### config.mk
export PLATFORM = sky130hd
export DESIGN_NAME = segment_hole_allocator_core
export DESIGN_NICKNAME = d
export VERILOG_FILES = /design/src/shac_pkg.sv /design/src/shac_hole_mem.sv /design/src/shac_fit_unit.sv /design/src/segment_hole_allocator_core.sv
export VERILOG_INCLUDE_DIRS = /design/src /design/src/src
export SDC_FILE = /design/constraint.sdc
export NUM_CORES = 2
export LEC_CHECK = 0
export BUFFER_PORTS_ARGS = -buffer_cell sky130_fd_sc_hd__clkbuf_2
export CORE_MARGIN = 8
export CORE_UTILIZATION = 60
export CTS_CLUSTER_SIZE = 16
export DETAILED_ROUTE_END_ITERATION = 8
export PLACE_DENSITY_LB_ADDON = 0.05
export SYNTH_ARGS = -nofsm -noshare
export SYNTH_HDL_FRONTEND = slang
export SYNTH_HIERARCHICAL = 1
export SYNTH_SLANG_ARGS = --single-unit
### constraint.sdc
create_clock -name i_clk -period 13.3 [get_ports i_clk]
set_input_delay 2.66 -clock i_clk [delete_from_list [all_inputs] [get_ports i_clk]]
set_output_delay 2.66 -clock i_clk [all_outputs]
set_load 0.1 [all_outputs]
### src/segment_hole_allocator_core_assert.svh
// Assertion macros for the segment hole allocator.
// Included by the top level, which checks its own logic; needs no package.
`ifndef SEGMENT_HOLE_ALLOCATOR_CORE_ASSERT_SVH
`define SEGMENT_HOLE_ALLOCATOR_CORE_ASSERT_SVH

`ifndef SYNTHESIS
// Same-cycle implication, checked out of reset.
`define SHAC_ASSERT_IMPL(label, clk, rst_n, ante, cons) \
    label: assert property (@(posedge clk) disable iff (!rst_n) (ante) |-> (cons)) \
        else $error("shac: assertion failed");
// Next-cycle implication, checked out of reset.
`define SHAC_ASSERT_NEXT(label, clk, rst_n, ante, cons) \
    label: assert property (@(posedge clk) disable iff (!rst_n) (ante) |=> (cons)) \
        else $error("shac: assertion failed");
`else
`define SHAC_ASSERT_IMPL(label, clk, rst_n, ante, cons)
`define SHAC_ASSERT_NEXT(label, clk, rst_n, ante, cons)
`endif

`endif

### src/shac_pkg.sv
// Shared types and codes of the segment hole allocator.
// Used by the fit unit and the top level; depends on nothing.
package shac_pkg;

    // Fixed field widths
    localparam int ADDR_FIELD_W = 24;
    localparam int REQ_W        = 24;
    localparam int PID_W        = 16;
    localparam int SID_W        = 8;
    localparam int CFG_ADDR_W   = 3;
    localparam int CFG_DATA_W   = 32;

    typedef logic [1:0] t_opcode;
    typedef logic [1:0] t_status;
    typedef logic [1:0] t_fit_mode;

    localparam t_opcode OP_CLEAR  = 2'd0;
    localparam t_opcode OP_APPEND = 2'd1;
    localparam t_opcode OP_ALLOC  = 2'd2;

    localparam t_status STAT_OK     = 2'd0;
    localparam t_status STAT_NO_FIT = 2'd1;
    localparam t_status STAT_FULL   = 2'd2;

    localparam t_fit_mode FIT_FIRST = 2'd0;
    localparam t_fit_mode FIT_BEST  = 2'd1;
    localparam t_fit_mode FIT_WORST = 2'd2;

    // Register index taken from the word address
    localparam logic CFG_IDX_FIT_MODE = 1'b0;

    typedef struct packed {
        t_opcode                 opcode;
        logic [ADDR_FIELD_W-1:0] hole_start;
        logic [ADDR_FIELD_W-1:0] hole_length;
        logic [REQ_W-1:0]        request_size;
        logic [PID_W-1:0]        process_id;
        logic [SID_W-1:0]        segment_id;
    } t_cmd;

    typedef struct packed {
        t_status                 status;
        logic [ADDR_FIELD_W-1:0] segment_base;
        logic [REQ_W-1:0]        segment_length;
        logic [PID_W-1:0]        owner_process;
        logic [SID_W-1:0]        owner_segment;
    } t_result;

    // Sequencer to fit unit control
    typedef struct packed {
        logic      clear;
        logic      check;
        t_fit_mode mode;
    } t_fit_ctl;

    // Fit unit status back to the sequencer
    typedef struct packed {
        logic found;
        logic exhausts;
    } t_fit_stat;

endpackage

### src/shac_hole_mem.sv
// Hole table storage: one write port, one read port with registered data.
// Entries hold {base, size}; no package dependency.
module shac_hole_mem #(
    parameter int DEPTH = 32,
    parameter int AW    = 5,
    parameter int DW    = 48
) (
    input  logic          i_clk,
    input  logic          i_wr_en,
    input  logic [AW-1:0] i_wr_addr,
    input  logic [DW-1:0] i_wr_data,
    input  logic          i_rd_en,
    input  logic [AW-1:0] i_rd_addr,
    output logic [DW-1:0] o_rd_data
);

    logic [DW-1:0] r_mem [DEPTH];
    logic [DW-1:0] r_rd_data;

    // Write one entry
    always_ff @(posedge i_clk) begin
        if (i_wr_en) begin
            r_mem[i_wr_addr] <= i_wr_data;
        end
    end

    // Read one entry, data registered
    always_ff @(posedge i_clk) begin
        if (i_rd_en) begin
            r_rd_data <= r_mem[i_rd_addr];
        end
    end

    assign o_rd_data = r_rd_data;

endmodule

### src/shac_fit_unit.sv
// Shared compare unit: weighs one table entry per cycle against the running pick
// and forms the advanced base and shrunk size. Depends on shac_pkg.
module shac_fit_unit #(
    parameter int ADDR_BITS = 24,
    parameter int IDX_W     = 5
) (
    input  logic                     i_clk,
    input  logic                     i_rst_n,
    input  shac_pkg::t_fit_ctl       i_ctl,
    input  logic [IDX_W-1:0]         i_idx,
    input  logic [ADDR_BITS-1:0]     i_entry_base,
    input  logic [ADDR_BITS-1:0]     i_entry_size,
    input  logic [shac_pkg::REQ_W-1:0] i_req,
    output shac_pkg::t_fit_stat      o_stat,
    output logic [IDX_W-1:0]         o_pick_idx,
    output logic [ADDR_BITS-1:0]     o_pick_base,
    output logic [ADDR_BITS-1:0]     o_next_base,
    output logic [ADDR_BITS-1:0]     o_next_size
);

    import shac_pkg::*;

    localparam int CMP_W = (ADDR_BITS > REQ_W) ? ADDR_BITS : REQ_W;

    logic                 r_found;
    logic [IDX_W-1:0]     r_idx;
    logic [ADDR_BITS-1:0] r_base;
    logic [ADDR_BITS-1:0] r_size;
    logic [CMP_W-1:0]     w_sz;
    logic [CMP_W-1:0]     w_req;
    logic [ADDR_BITS-1:0] w_req_a;
    logic                 w_fits;
    logic                 w_take;

    assign w_sz    = CMP_W'(i_entry_size);
    assign w_req   = CMP_W'(i_req);
    assign w_req_a = ADDR_BITS'(i_req);
    assign w_fits  = (w_sz >= w_req);

    // Take the entry if adequate and preferred under the policy
    always_comb begin
        w_take = 1'b0;
        if (i_ctl.check && w_fits) begin
            if (!r_found) begin
                w_take = 1'b1;
            end else if (i_ctl.mode == FIT_BEST) begin
                w_take = (i_entry_size < r_size);
            end else if (i_ctl.mode == FIT_WORST) begin
                w_take = (i_entry_size > r_size);
            end
        end
    end

    // Hold the found flag
    always_ff @(posedge i_clk) begin
        if (!i_rst_n) begin
            r_found <= 1'b0;
        end else if (i_ctl.clear) begin
            r_found <= 1'b0;
        end else if (w_take) begin
            r_found <= 1'b1;
        end
    end

    // Hold the picked entry
    always_ff @(posedge i_clk) begin
        if (w_take) begin
            r_idx  <= i_idx;
            r_base <= i_entry_base;
            r_size <= i_entry_size;
        end
    end

    // Advance base, shrink size
    assign o_next_base     = r_base + w_req_a;
    assign o_next_size     = r_size - w_req_a;
    assign o_stat.found    = r_found;
    assign o_stat.exhausts = (o_next_size == '0);
    assign o_pick_idx      = r_idx;
    assign o_pick_base     = r_base;

endmodule

### src/segment_hole_allocator_core.sv
// Top level of the segment hole allocator: command port, register port,
// sequencer over the hole table and fit unit. Depends on shac_pkg and the assert header.
//
//   channel   handshake                          payload
//   command   start in, busy out                 i_cmd (t_cmd)
//   result    o_result_valid, one cycle          o_result (t_result)
//   config    psel/penable/pwrite, pready high   paddr, pwdata, prdata
//
// Clear, append and unknown commands finish in the accepting cycle; result next cycle.
// Allocate scans the table through the single memory read port, one entry a
// cycle, then shifts the later entries down when the chosen hole empties; an
// allocate on an empty table finishes in the accepting cycle.
// Synchronous active-low reset empties the table; entries need no clearing.
// The receiver cannot stall; busy is high while an allocate scans or shifts and
// drops in the cycle that strobes its result.
`include "segment_hole_allocator_core_assert.svh"

module segment_hole_allocator_core #(
    parameter int MAX_HOLES = 32,
    parameter int ADDR_BITS = 24
) (
    input  logic                                i_clk,
    input  logic                                i_rst_n,
    input  logic                                start,
    output logic                                busy,
    input  shac_pkg::t_cmd                      i_cmd,
    output logic                                o_result_valid,
    output shac_pkg::t_result                   o_result,
    input  logic                                psel,
    input  logic                                penable,
    input  logic                                pwrite,
    input  logic [shac_pkg::CFG_ADDR_W-1:0]     paddr,
    input  logic [shac_pkg::CFG_DATA_W-1:0]     pwdata,
    output logic [shac_pkg::CFG_DATA_W-1:0]     prdata,
    output logic                                pready
);

    import shac_pkg::*;

    localparam int AW = $clog2(MAX_HOLES);
    localparam int CW = $clog2(MAX_HOLES + 1);
    localparam int DW = 2 * ADDR_BITS;

    typedef enum logic [2:0] {
        ST_IDLE  = 3'b001,
        ST_SCAN  = 3'b010,
        ST_SHIFT = 3'b100
    } t_state;

    t_state           r_state, n_state;
    logic [CW-1:0]    r_idx, n_idx;
    logic [CW-1:0]    r_count, n_count;
    logic [REQ_W-1:0] r_req, n_req;
    logic             r_chk_vld, n_chk_vld;
    logic [AW-1:0]    r_chk_idx, n_chk_idx;
    logic             r_wb_vld, n_wb_vld;
    logic [AW-1:0]    r_wb_addr, n_wb_addr;
    t_fit_mode        r_fit_mode;
    t_result          r_res, n_res;
    logic             r_res_vld, n_res_vld;

    logic                 w_accept;
    logic                 w_alloc_go;
    logic                 w_cfg_wr;
    logic [ADDR_BITS-1:0] w_hstart;
    logic [ADDR_BITS-1:0] w_hlen;
    logic                 w_wr_en;
    logic [AW-1:0]        w_wr_addr;
    logic [DW-1:0]        w_wr_data;
    logic                 w_rd_en;
    logic [AW-1:0]        w_rd_addr;
    logic [DW-1:0]        w_rd_data;
    t_fit_ctl             w_fit_ctl;
    t_fit_stat            w_fit_stat;
    logic [AW-1:0]        w_pick_idx;
    logic [ADDR_BITS-1:0] w_pick_base;
    logic [ADDR_BITS-1:0] w_next_base;
    logic [ADDR_BITS-1:0] w_next_size;

    assign busy       = (r_state != ST_IDLE);
    assign w_accept   = start && (r_state == ST_IDLE);
    assign w_alloc_go = w_accept && (i_cmd.opcode == OP_ALLOC) && (r_count != '0);
    assign w_hstart   = ADDR_BITS'(i_cmd.hole_start);
    assign w_hlen     = ADDR_BITS'(i_cmd.hole_length);

    // Register port
    assign pready   = 1'b1;
    assign w_cfg_wr = psel && penable && pwrite && pready
                      && (paddr[CFG_ADDR_W-1] == CFG_IDX_FIT_MODE);
    assign prdata   = (paddr[CFG_ADDR_W-1] == CFG_IDX_FIT_MODE)
                      ? CFG_DATA_W'(r_fit_mode) : '0;

    always_ff @(posedge i_clk) begin
        if (!i_rst_n) begin
            r_fit_mode <= FIT_FIRST;
        end else if (w_cfg_wr) begin
            r_fit_mode <= pwdata[1:0];
        end
    end

    shac_hole_mem #(
        .DEPTH (MAX_HOLES),
        .AW    (AW),
        .DW    (DW)
    ) u_mem (
        .i_clk     (i_clk),
        .i_wr_en   (w_wr_en),
        .i_wr_addr (w_wr_addr),
        .i_wr_data (w_wr_data),
        .i_rd_en   (w_rd_en),
        .i_rd_addr (w_rd_addr),
        .o_rd_data (w_rd_data)
    );

    shac_fit_unit #(
        .ADDR_BITS (ADDR_BITS),
        .IDX_W     (AW)
    ) u_fit (
        .i_clk        (i_clk),
        .i_rst_n      (i_rst_n),
        .i_ctl        (w_fit_ctl),
        .i_idx        (r_chk_idx),
        .i_entry_base (w_rd_data[DW-1:ADDR_BITS]),
        .i_entry_size (w_rd_data[ADDR_BITS-1:0]),
        .i_req        (r_req),
        .o_stat       (w_fit_stat),
        .o_pick_idx   (w_pick_idx),
        .o_pick_base  (w_pick_base),
        .o_next_base  (w_next_base),
        .o_next_size  (w_next_size)
    );

    // Sequencer
    always_comb begin
        n_state   = r_state;
        n_idx     = r_idx;
        n_count   = r_count;
        n_req     = r_req;
        n_chk_vld = 1'b0;
        n_chk_idx = r_chk_idx;
        n_wb_vld  = 1'b0;
        n_wb_addr = r_wb_addr;
        n_res     = r_res;
        n_res_vld = 1'b0;
        w_wr_en   = 1'b0;
        w_wr_addr = r_wb_addr;
        w_wr_data = w_rd_data;
        w_rd_en   = 1'b0;
        w_rd_addr = r_idx[AW-1:0];
        w_fit_ctl.clear = 1'b0;
        w_fit_ctl.check = r_chk_vld;
        w_fit_ctl.mode  = r_fit_mode;

        case (r_state)
            ST_IDLE: begin
                if (w_accept) begin
                    n_req                = i_cmd.request_size;
                    n_res.status         = STAT_OK;
                    n_res.segment_base   = '0;
                    n_res.segment_length = '0;
                    n_res.owner_process  = i_cmd.process_id;
                    n_res.owner_segment  = i_cmd.segment_id;
                    case (i_cmd.opcode)
                        OP_CLEAR: begin
                            n_count   = '0;
                            n_res_vld = 1'b1;
                        end
                        OP_APPEND: begin
                            n_res_vld = 1'b1;
                            if (r_count >= CW'(MAX_HOLES)) begin
                                n_res.status = STAT_FULL;
                            end else if (w_hlen != '0) begin
                                w_wr_en   = 1'b1;
                                w_wr_addr = r_count[AW-1:0];
                                w_wr_data = {w_hstart, w_hlen};
                                n_count   = r_count + CW'(1);
                            end
                        end
                        OP_ALLOC: begin
                            n_res.segment_length = i_cmd.request_size;
                            if (r_count == '0) begin
                                n_res.status = STAT_NO_FIT;
                                n_res_vld    = 1'b1;
                            end else begin
                                n_state         = ST_SCAN;
                                n_idx           = '0;
                                w_fit_ctl.clear = 1'b1;
                            end
                        end
                        default: begin
                            n_res_vld = 1'b1;
                        end
                    endcase
                end
            end
            ST_SCAN: begin
                if (r_idx < r_count) begin
                    // Issue the next entry to the fit unit
                    w_rd_en   = 1'b1;
                    n_chk_vld = 1'b1;
                    n_chk_idx = r_idx[AW-1:0];
                    n_idx     = r_idx + CW'(1);
                end else if (!r_chk_vld) begin
                    // Scan drained: decide
                    n_state = ST_IDLE;
                    if (!w_fit_stat.found) begin
                        n_res.status = STAT_NO_FIT;
                        n_res_vld    = 1'b1;
                    end else begin
                        n_res.segment_base = ADDR_FIELD_W'(w_pick_base);
                        if (w_fit_stat.exhausts) begin
                            n_state = ST_SHIFT;
                            n_idx   = CW'(w_pick_idx) + CW'(1);
                        end else begin
                            w_wr_en   = 1'b1;
                            w_wr_addr = w_pick_idx;
                            w_wr_data = {w_next_base, w_next_size};
                            n_res_vld = 1'b1;
                        end
                    end
                end
            end
            ST_SHIFT: begin
                // Drop the emptied hole: move each later entry down one place
                if (r_wb_vld) begin
                    w_wr_en   = 1'b1;
                    w_wr_addr = r_wb_addr;
                    w_wr_data = w_rd_data;
                end
                if (r_idx < r_count) begin
                    w_rd_en   = 1'b1;
                    n_wb_vld  = 1'b1;
                    n_wb_addr = r_idx[AW-1:0] - AW'(1);
                    n_idx     = r_idx + CW'(1);
                end else begin
                    n_count   = r_count - CW'(1);
                    n_res_vld = 1'b1;
                    n_state   = ST_IDLE;
                end
            end
            default: begin
                n_state = ST_IDLE;
            end
        endcase
    end

    // Control registers
    always_ff @(posedge i_clk) begin
        if (!i_rst_n) begin
            r_state   <= ST_IDLE;
            r_idx     <= '0;
            r_count   <= '0;
            r_chk_vld <= 1'b0;
            r_wb_vld  <= 1'b0;
            r_res_vld <= 1'b0;
        end else begin
            r_state   <= n_state;
            r_idx     <= n_idx;
            r_count   <= n_count;
            r_chk_vld <= n_chk_vld;
            r_wb_vld  <= n_wb_vld;
            r_res_vld <= n_res_vld;
        end
    end

    // Payload registers
    always_ff @(posedge i_clk) begin
        r_req     <= n_req;
        r_chk_idx <= n_chk_idx;
        r_wb_addr <= n_wb_addr;
        r_res     <= n_res;
    end

    assign o_result_valid = r_res_vld;
    assign o_result       = r_res;

    `SHAC_ASSERT_IMPL(a_count_bound, i_clk, i_rst_n, 1'b1, r_count <= CW'(MAX_HOLES))
    `SHAC_ASSERT_IMPL(a_shift_nonempty, i_clk, i_rst_n, r_state == ST_SHIFT, r_count != '0)
    `SHAC_ASSERT_IMPL(a_result_idle, i_clk, i_rst_n, r_res_vld, r_state == ST_IDLE)
    `SHAC_ASSERT_NEXT(a_alloc_scans, i_clk, i_rst_n, w_alloc_go, r_state == ST_SCAN)

endmodule

## Yosys cells after proc, flatten, opt, wreduce, memory -nomap -nowiden

Memory sizes are Yosys's and may differ from the RTL's. A register that Yosys moved wholly into a read port is not among the register bits.
Index checks and enable logic that the tools add are counted.

| storage, ports and cells | value |
|---|---|
| flip-flop bits (word level) | 182 |
| RAM bits | 1536 |
| bits of input ports | 139 |
| output and inout bits | 109 |
| word-level logic and storage cells | 164 |
| memories | 1 |

Memory list:

| memory | words | bits a word | read ports | clocked after memory_dff | wr ports | line | RTL |
|---|---|---|---|---|---|---|---|
| u_mem.r_mem | 32 | 48 | 1 | 1 | 1 | shac_hole_mem.sv:17 | `logic [DW-1:0] r_mem [DEPTH];` |

| operators by class | value |
|---|---|
| add/subtract/negate cells | 7 |
| order comparisons | 5 |
| eq/ne operators | 23 |
| multiplexer cells | 83 |
| bitwise gates (word level) | 2 |
| reductions and logical operators | 24 |

Operator list:

| kind | count |
|---|---|
| $mux 48 | 8 |
| $pmux 48 s2 | 1 |
| $mux 74 | 1 |
| $mux 6 | 12 |
| $mux 26 | 2 |
| $pmux 26 s2 | 1 |
| $mux 24 | 2 |
| $mux 5 | 8 |
| $mux 1 | 29 |
| $add 24x24->24 | 1 |
| $ge 24x24->1 | 1 |
| $gt 24x24->1 | 1 |
| $logic_not 24->1 | 1 |
| $lt 24x24->1 | 1 |
| $mux 3 | 8 |
| $pmux 6 s2 | 2 |
| $reduce_bool 24->1 | 1 |
| $sub 24x24->24 | 1 |
| $pmux 6 s3 | 1 |
| $ne 2x2->1 const B | 7 |
| $add 6x1->6 const B | 2 |
| $reduce_and 6->1 | 2 |
| $pmux 5 s2 | 1 |
| $reduce_and 2->1 | 5 |
| other kinds (27) | 45 |

## Longest topological paths before layout

| depth | value |
|---|---|
| depth in word-level cells | 9 |
| gate-level depth with buffers | 21 |
| gate-level depth less buffers | 19 |

## Hierarchy

The synthesis kept the hierarchy.

By module, submodules not included:

| module | times used | cells an instance | area an instance (um^2) | seq. area each (um^2) |
|---|---|---|---|---|
| shac_hole_mem | 1 | 3364 | 61205.0 | 47565.6 |
| segment_hole_allocator_core | 1 | 595 | 6746.5 | 3643.5 |
| shac_fit_unit | 1 | 559 | 5288.8 | 1611.5 |

## Worst setup path after synthesis

OpenSTA, ideal clock, no wires.

| timing path | value |
|---|---|
| path kind | reg-to-reg |
| start point | register r_req[1] |
| end point | memory u_mem.r_mem[12][0], enable pin |
| setup time | 0.454 ns |
| arrival time | 6.931 ns |
| required time | 12.846 ns |
| setup slack | 5.915 ns |
| cell stages (with the launch flop) | 21 |
| buffers on the path | 3 |
| period minus slack after synthesis | 7.385 ns |
| cells stage by stage | edfxtp_1 -> inv_1 -> ha_1 -> nor2b_1 -> o31a_1 -> o21a_1 -> or3_1 -> a2111o_1 -> nor4_1 -> or4b_1 -> or4_1 -> nor4_2 -> nor3b_4 -> and3_1 -> buf_2 -> buf_2 -> a22oi_1 -> nand2_2 -> or3b_2 -> clkbuf_1 -> nor2_1 |

RTL lines:

| what | line | RTL |
|---|---|---|
| start, declared | segment_hole_allocator_core.sv:53 | `logic [REQ_W-1:0] r_req, n_req;` |
| start signal, assigned | segment_hole_allocator_core.sv:268 | `r_req <= n_req;` |
| end, declared | shac_hole_mem.sv:17 |  |

==> summary.md <==
| Metric | Value |
|---|---|
| Synth warn | `6` |
| Worst-skew pair later-pin latency | `800 ps` |
| Area Overhead vs Synth | `10.65%` |
| Vias in the first global route | `39640` |
| Final hold vios | `0` |
| CTS tree | `yes` |
| Max_cap viols | `0` |
| Core Footprint | `121400 µm²` |
| Area of the mapped netlist | `73240 µm²` |
| Util after Layout | `66.76%` |
| Slew Limit Fails | `0` |
| Die Footprint | `133500 µm²` |
| Row count | `128` |
| Clock skew | `31.58 ps` |
| Clk pin slew, worst setup/hold paths | `60 ps` |
| Clock root cell | `clkbuf_16` |
| Critical path startpoint category | `register` |
| Ports | `248` |
| Synth top area share | `71.55%` |
| GPL Wtd Cong | `0.8925` |
| Synth Instances | `4518` |
| CP cell instances | `inv_1 > ha_1 > nor2b_1 > o31a_1 > o21a_1 > or3_1 > a2111o_1 > nor4_1 > or4b_1 > or4_1 > nor4_2 > nor3b_4 > a31oi_4 > buf_4 > nand2_1 > nand2_1 > nand3_1 > nor2_4 > buf_4` |
| Pre-CTS setup slack | `4766 ps` |
| Largest net degree at the start of global routing | `130` |
| GRT Total Usage | `28.30%` |
| Top-count cell post-synth | `edfxtp_1` |
| First-iteration detailed-routing DRC count | `4899` |
| DP Cell Count | `6170` |
| R2R Path End | `u_mem/r_mem[27][42]$_DFFE_PP_` |
| RR Startpoint | `r_req[1]$_DFFE_PP_` |
| Via count | `41490` |
| Main synth FF type | `edfxtp_1` |
| CP Class | `register to register` |
| Initial antenna violation count | `9` |
| Run status | `finished, final reports clean` |
| # hold bufs at CTS | `0` |
| Hold WS | `420.4 ps` |
| First-pass GRT wire length | `273000 µm` |
| Setup TNS | `0 ps` |
| Max-slew headroom at the worst pin | `18.65%` |
| Synth Register Bits | `1766` |
| Sinks on Clock Net | `1766` |
| Hold_sp | `r_chk_idx[3]$_DFFE_PP_` |
| Die Height | `365.4 µm` |
| CP top delay family | `simple AND/OR/NAND/NOR gates` |
| Hold Path Sink | `u_fit/o_pick_idx[3]$_DFFE_PP_` |
| R2r setup slk | `4940 ps` |
| Leak Pwr | `25.88 nW` |
| Post-synthesis sequential area ratio | `72.12%` |
| Netlist cell types | `95` |
| Buf/Inv on CP | `3` |
| Buffers on Ports | `184` |
| Worst Tran Pin Value | `1220 ps` |
| Multi-input logic area | `18810 µm²` |
| Final number of setup-violating endpoints | `0` |
| Final ANT Viol Nets | `0` |
| Final wirelength | `193000 µm` |
| Leading post-synthesis cells by cell area | `edfxtp_1 (72%), mux2i_1 (11%), a22oi_1 (2.0%)` |
| EDFF count, synth | `1745` |
| CP max stage cell | `nor2_4` |
| Initial Util | `60.33%` |
| Fin cells | `6499` |
| RSZ-0062 raised after global routing | `false` |
| Final worst slack | `4939 ps` |
| Fraction of layout cells with a size suffix above 1 | `13.60%` |
| Longest Clk Path Bufs | `3` |
| Hold path depth | `0` |
| Max FO, Critical Path | `31` |
| VDD IR-drop max | `0.1327 mV` |
| Post-cts sizing count | `0` |
| Num CTS Buffers | `176` |
| Biggest area consumer among synthesized cells | `edfxtp_1` |
| Crit path DAT | `8770 ps` |
| Avg Vias per Cell | `6.384` |
| Hpwl dp | `104300 µm` |
| Drt pass-1 iters | `6` |
| Post-CTS Setup Bufs | `0` |
| Critical path required time | `13710 ps` |
| Ys async rst share | `0%` |
| NumNets Final | `4971` |
| Crit path time final | `8361 ps` |
| Hold WC Path Type | `register to register` |
| Fillers | `8399` |
| Post-route DRC | `0` |
| CTS H-tree depth | `4` |
| Grt total ovfl | `0` |
| Register area | `52820 µm²` |
| PwrDens | `140.9 nW/µm²` |
| Die width | `365.4 µm` |
| Top cells by count, synth | `edfxtp_1 (1745), mux2i_1 (771), a21oi_1 (205), a22oi_1 (198), nand2_1 (194)` |
| Fmax | `0.1196 GHz` |
| Max incr delay on CP | `1010 ps` |
| R2R cell count | `19` |
| Period utilization | `62.87%` |
| Post-Syn Area per Cell | `16.21 µm²` |
| WL per Instance | `29.70 µm` |
| Worst setup EP type | `register` |
kinds of logic after synthesis:
group	after synthesis	synth area share [%]
XOR/XNOR	38	0.4544
AO/OA/AOI/OAI	726	6.873
multiplexers	774	10.58
buffers and inverters	347	2.790
AND/OR/NAND/NOR	756	5.287
other	2	0.01025
adder cells (fa/ha/maj)	109	1.883
flip-flops	1766	72.12
report_power, final:
part	internal [W]	switching (W)	leakage, nW
clock network	0.00270	0.00205	2.69
registers	0.00612	0.0000192	16.0
logic	0.000129	0.000404	7.23
total	0.00895	0.00248	25.9
cell type report:
class                      count  area share (%)
antenna                        7         0.02162
clock buffer                 220           5.743
clock inverter               102           1.042
inverter                      87          0.4061
multi-input combinational   2434           23.21
sequential                  1766           65.18
tap                         1625           2.509
timing repair buffer         258           1.884
worst max-delay path by stage:
stage / startpoint / end / slack (ps) / depth (start not counted)
after detailed placement: i_cmd[66] / u_mem/r_mem[27][42]$_DFFE_PP_ / 4770 / 12
after global routing: r_req[1]$_DFFE_PP_ / u_mem/r_mem[27][42]$_DFFE_PP_ / 4810 / 19
final: r_req[1]$_DFFE_PP_ / u_mem/r_mem[27][42]$_DFFE_PP_ / 4940 / 19
after global placement: i_cmd[66] / u_mem/r_mem[27][44]$_DFFE_PP_ / 4780 / 12
after floorplan: r_req[1]$_DFFE_PP_ / u_mem/r_mem[12][0]$_DFFE_PP_ / 5920 / 20
after CTS: r_req[1]$_DFFE_PP_ / u_mem/r_mem[27][42]$_DFFE_PP_ / 5080 / 19
per-layer routing:
layer  share of wire (%)  GRT usage [%]
met2                  46          44.09
met5               0.013              0
met4                 2.4          7.422
met3                  10          7.411
met1                  41          40.08
sequential cells by signal (all words and copies together) (netlist names), 5 cells and up:
name	flops
u_mem/r_mem	1536
o_result	74
u_mem/o_rd_data	48
r_req	24
u_fit/o_pick_base	24
u_fit/r_size	24
r_count	6
r_idx	6
r_chk_idx	5
r_wb_addr	5
u_fit/o_pick_idx	5
layout by cell type (no fill, tap or decap), types with 10 or more instances in the layout:
cell type and instances:
bufinv_16 11, xnor2_1 23, edfxtp_1 1745, inv_1 85
nand2_1 193, nor3_1 65, clkbuf_16 180, clkbuf_2 184
a22o_1 96, a211oi_1 10, ha_1 107, conb_1 31
o21ai_0 35, nand3_1 161, buf_4 70, a31oi_1 50
nor4_1 10, o21a_1 16, nand2b_1 14, clkinv_1 42
nor2_1 44, nand4_1 17, a22oi_1 198, nor2b_1 14
dfxtp_1 20, xor2_1 15, nand2_2 90, nor2_4 36
clkinv_2 32, a21o_1 36, a21oi_1 205, clkbuf_1 40
mux2i_1 771, and2_1 52
per-stage QoR:
stage	total power, W	cell area [µm²]
finish	0.01142	81040
global route	0.01173	81020
CTS	0.01148	81020
detailed placement	0.006780	75520
global placement	0.006774	75520
floorplan	0.006642	73350
(Power assumes the default switching activity.)
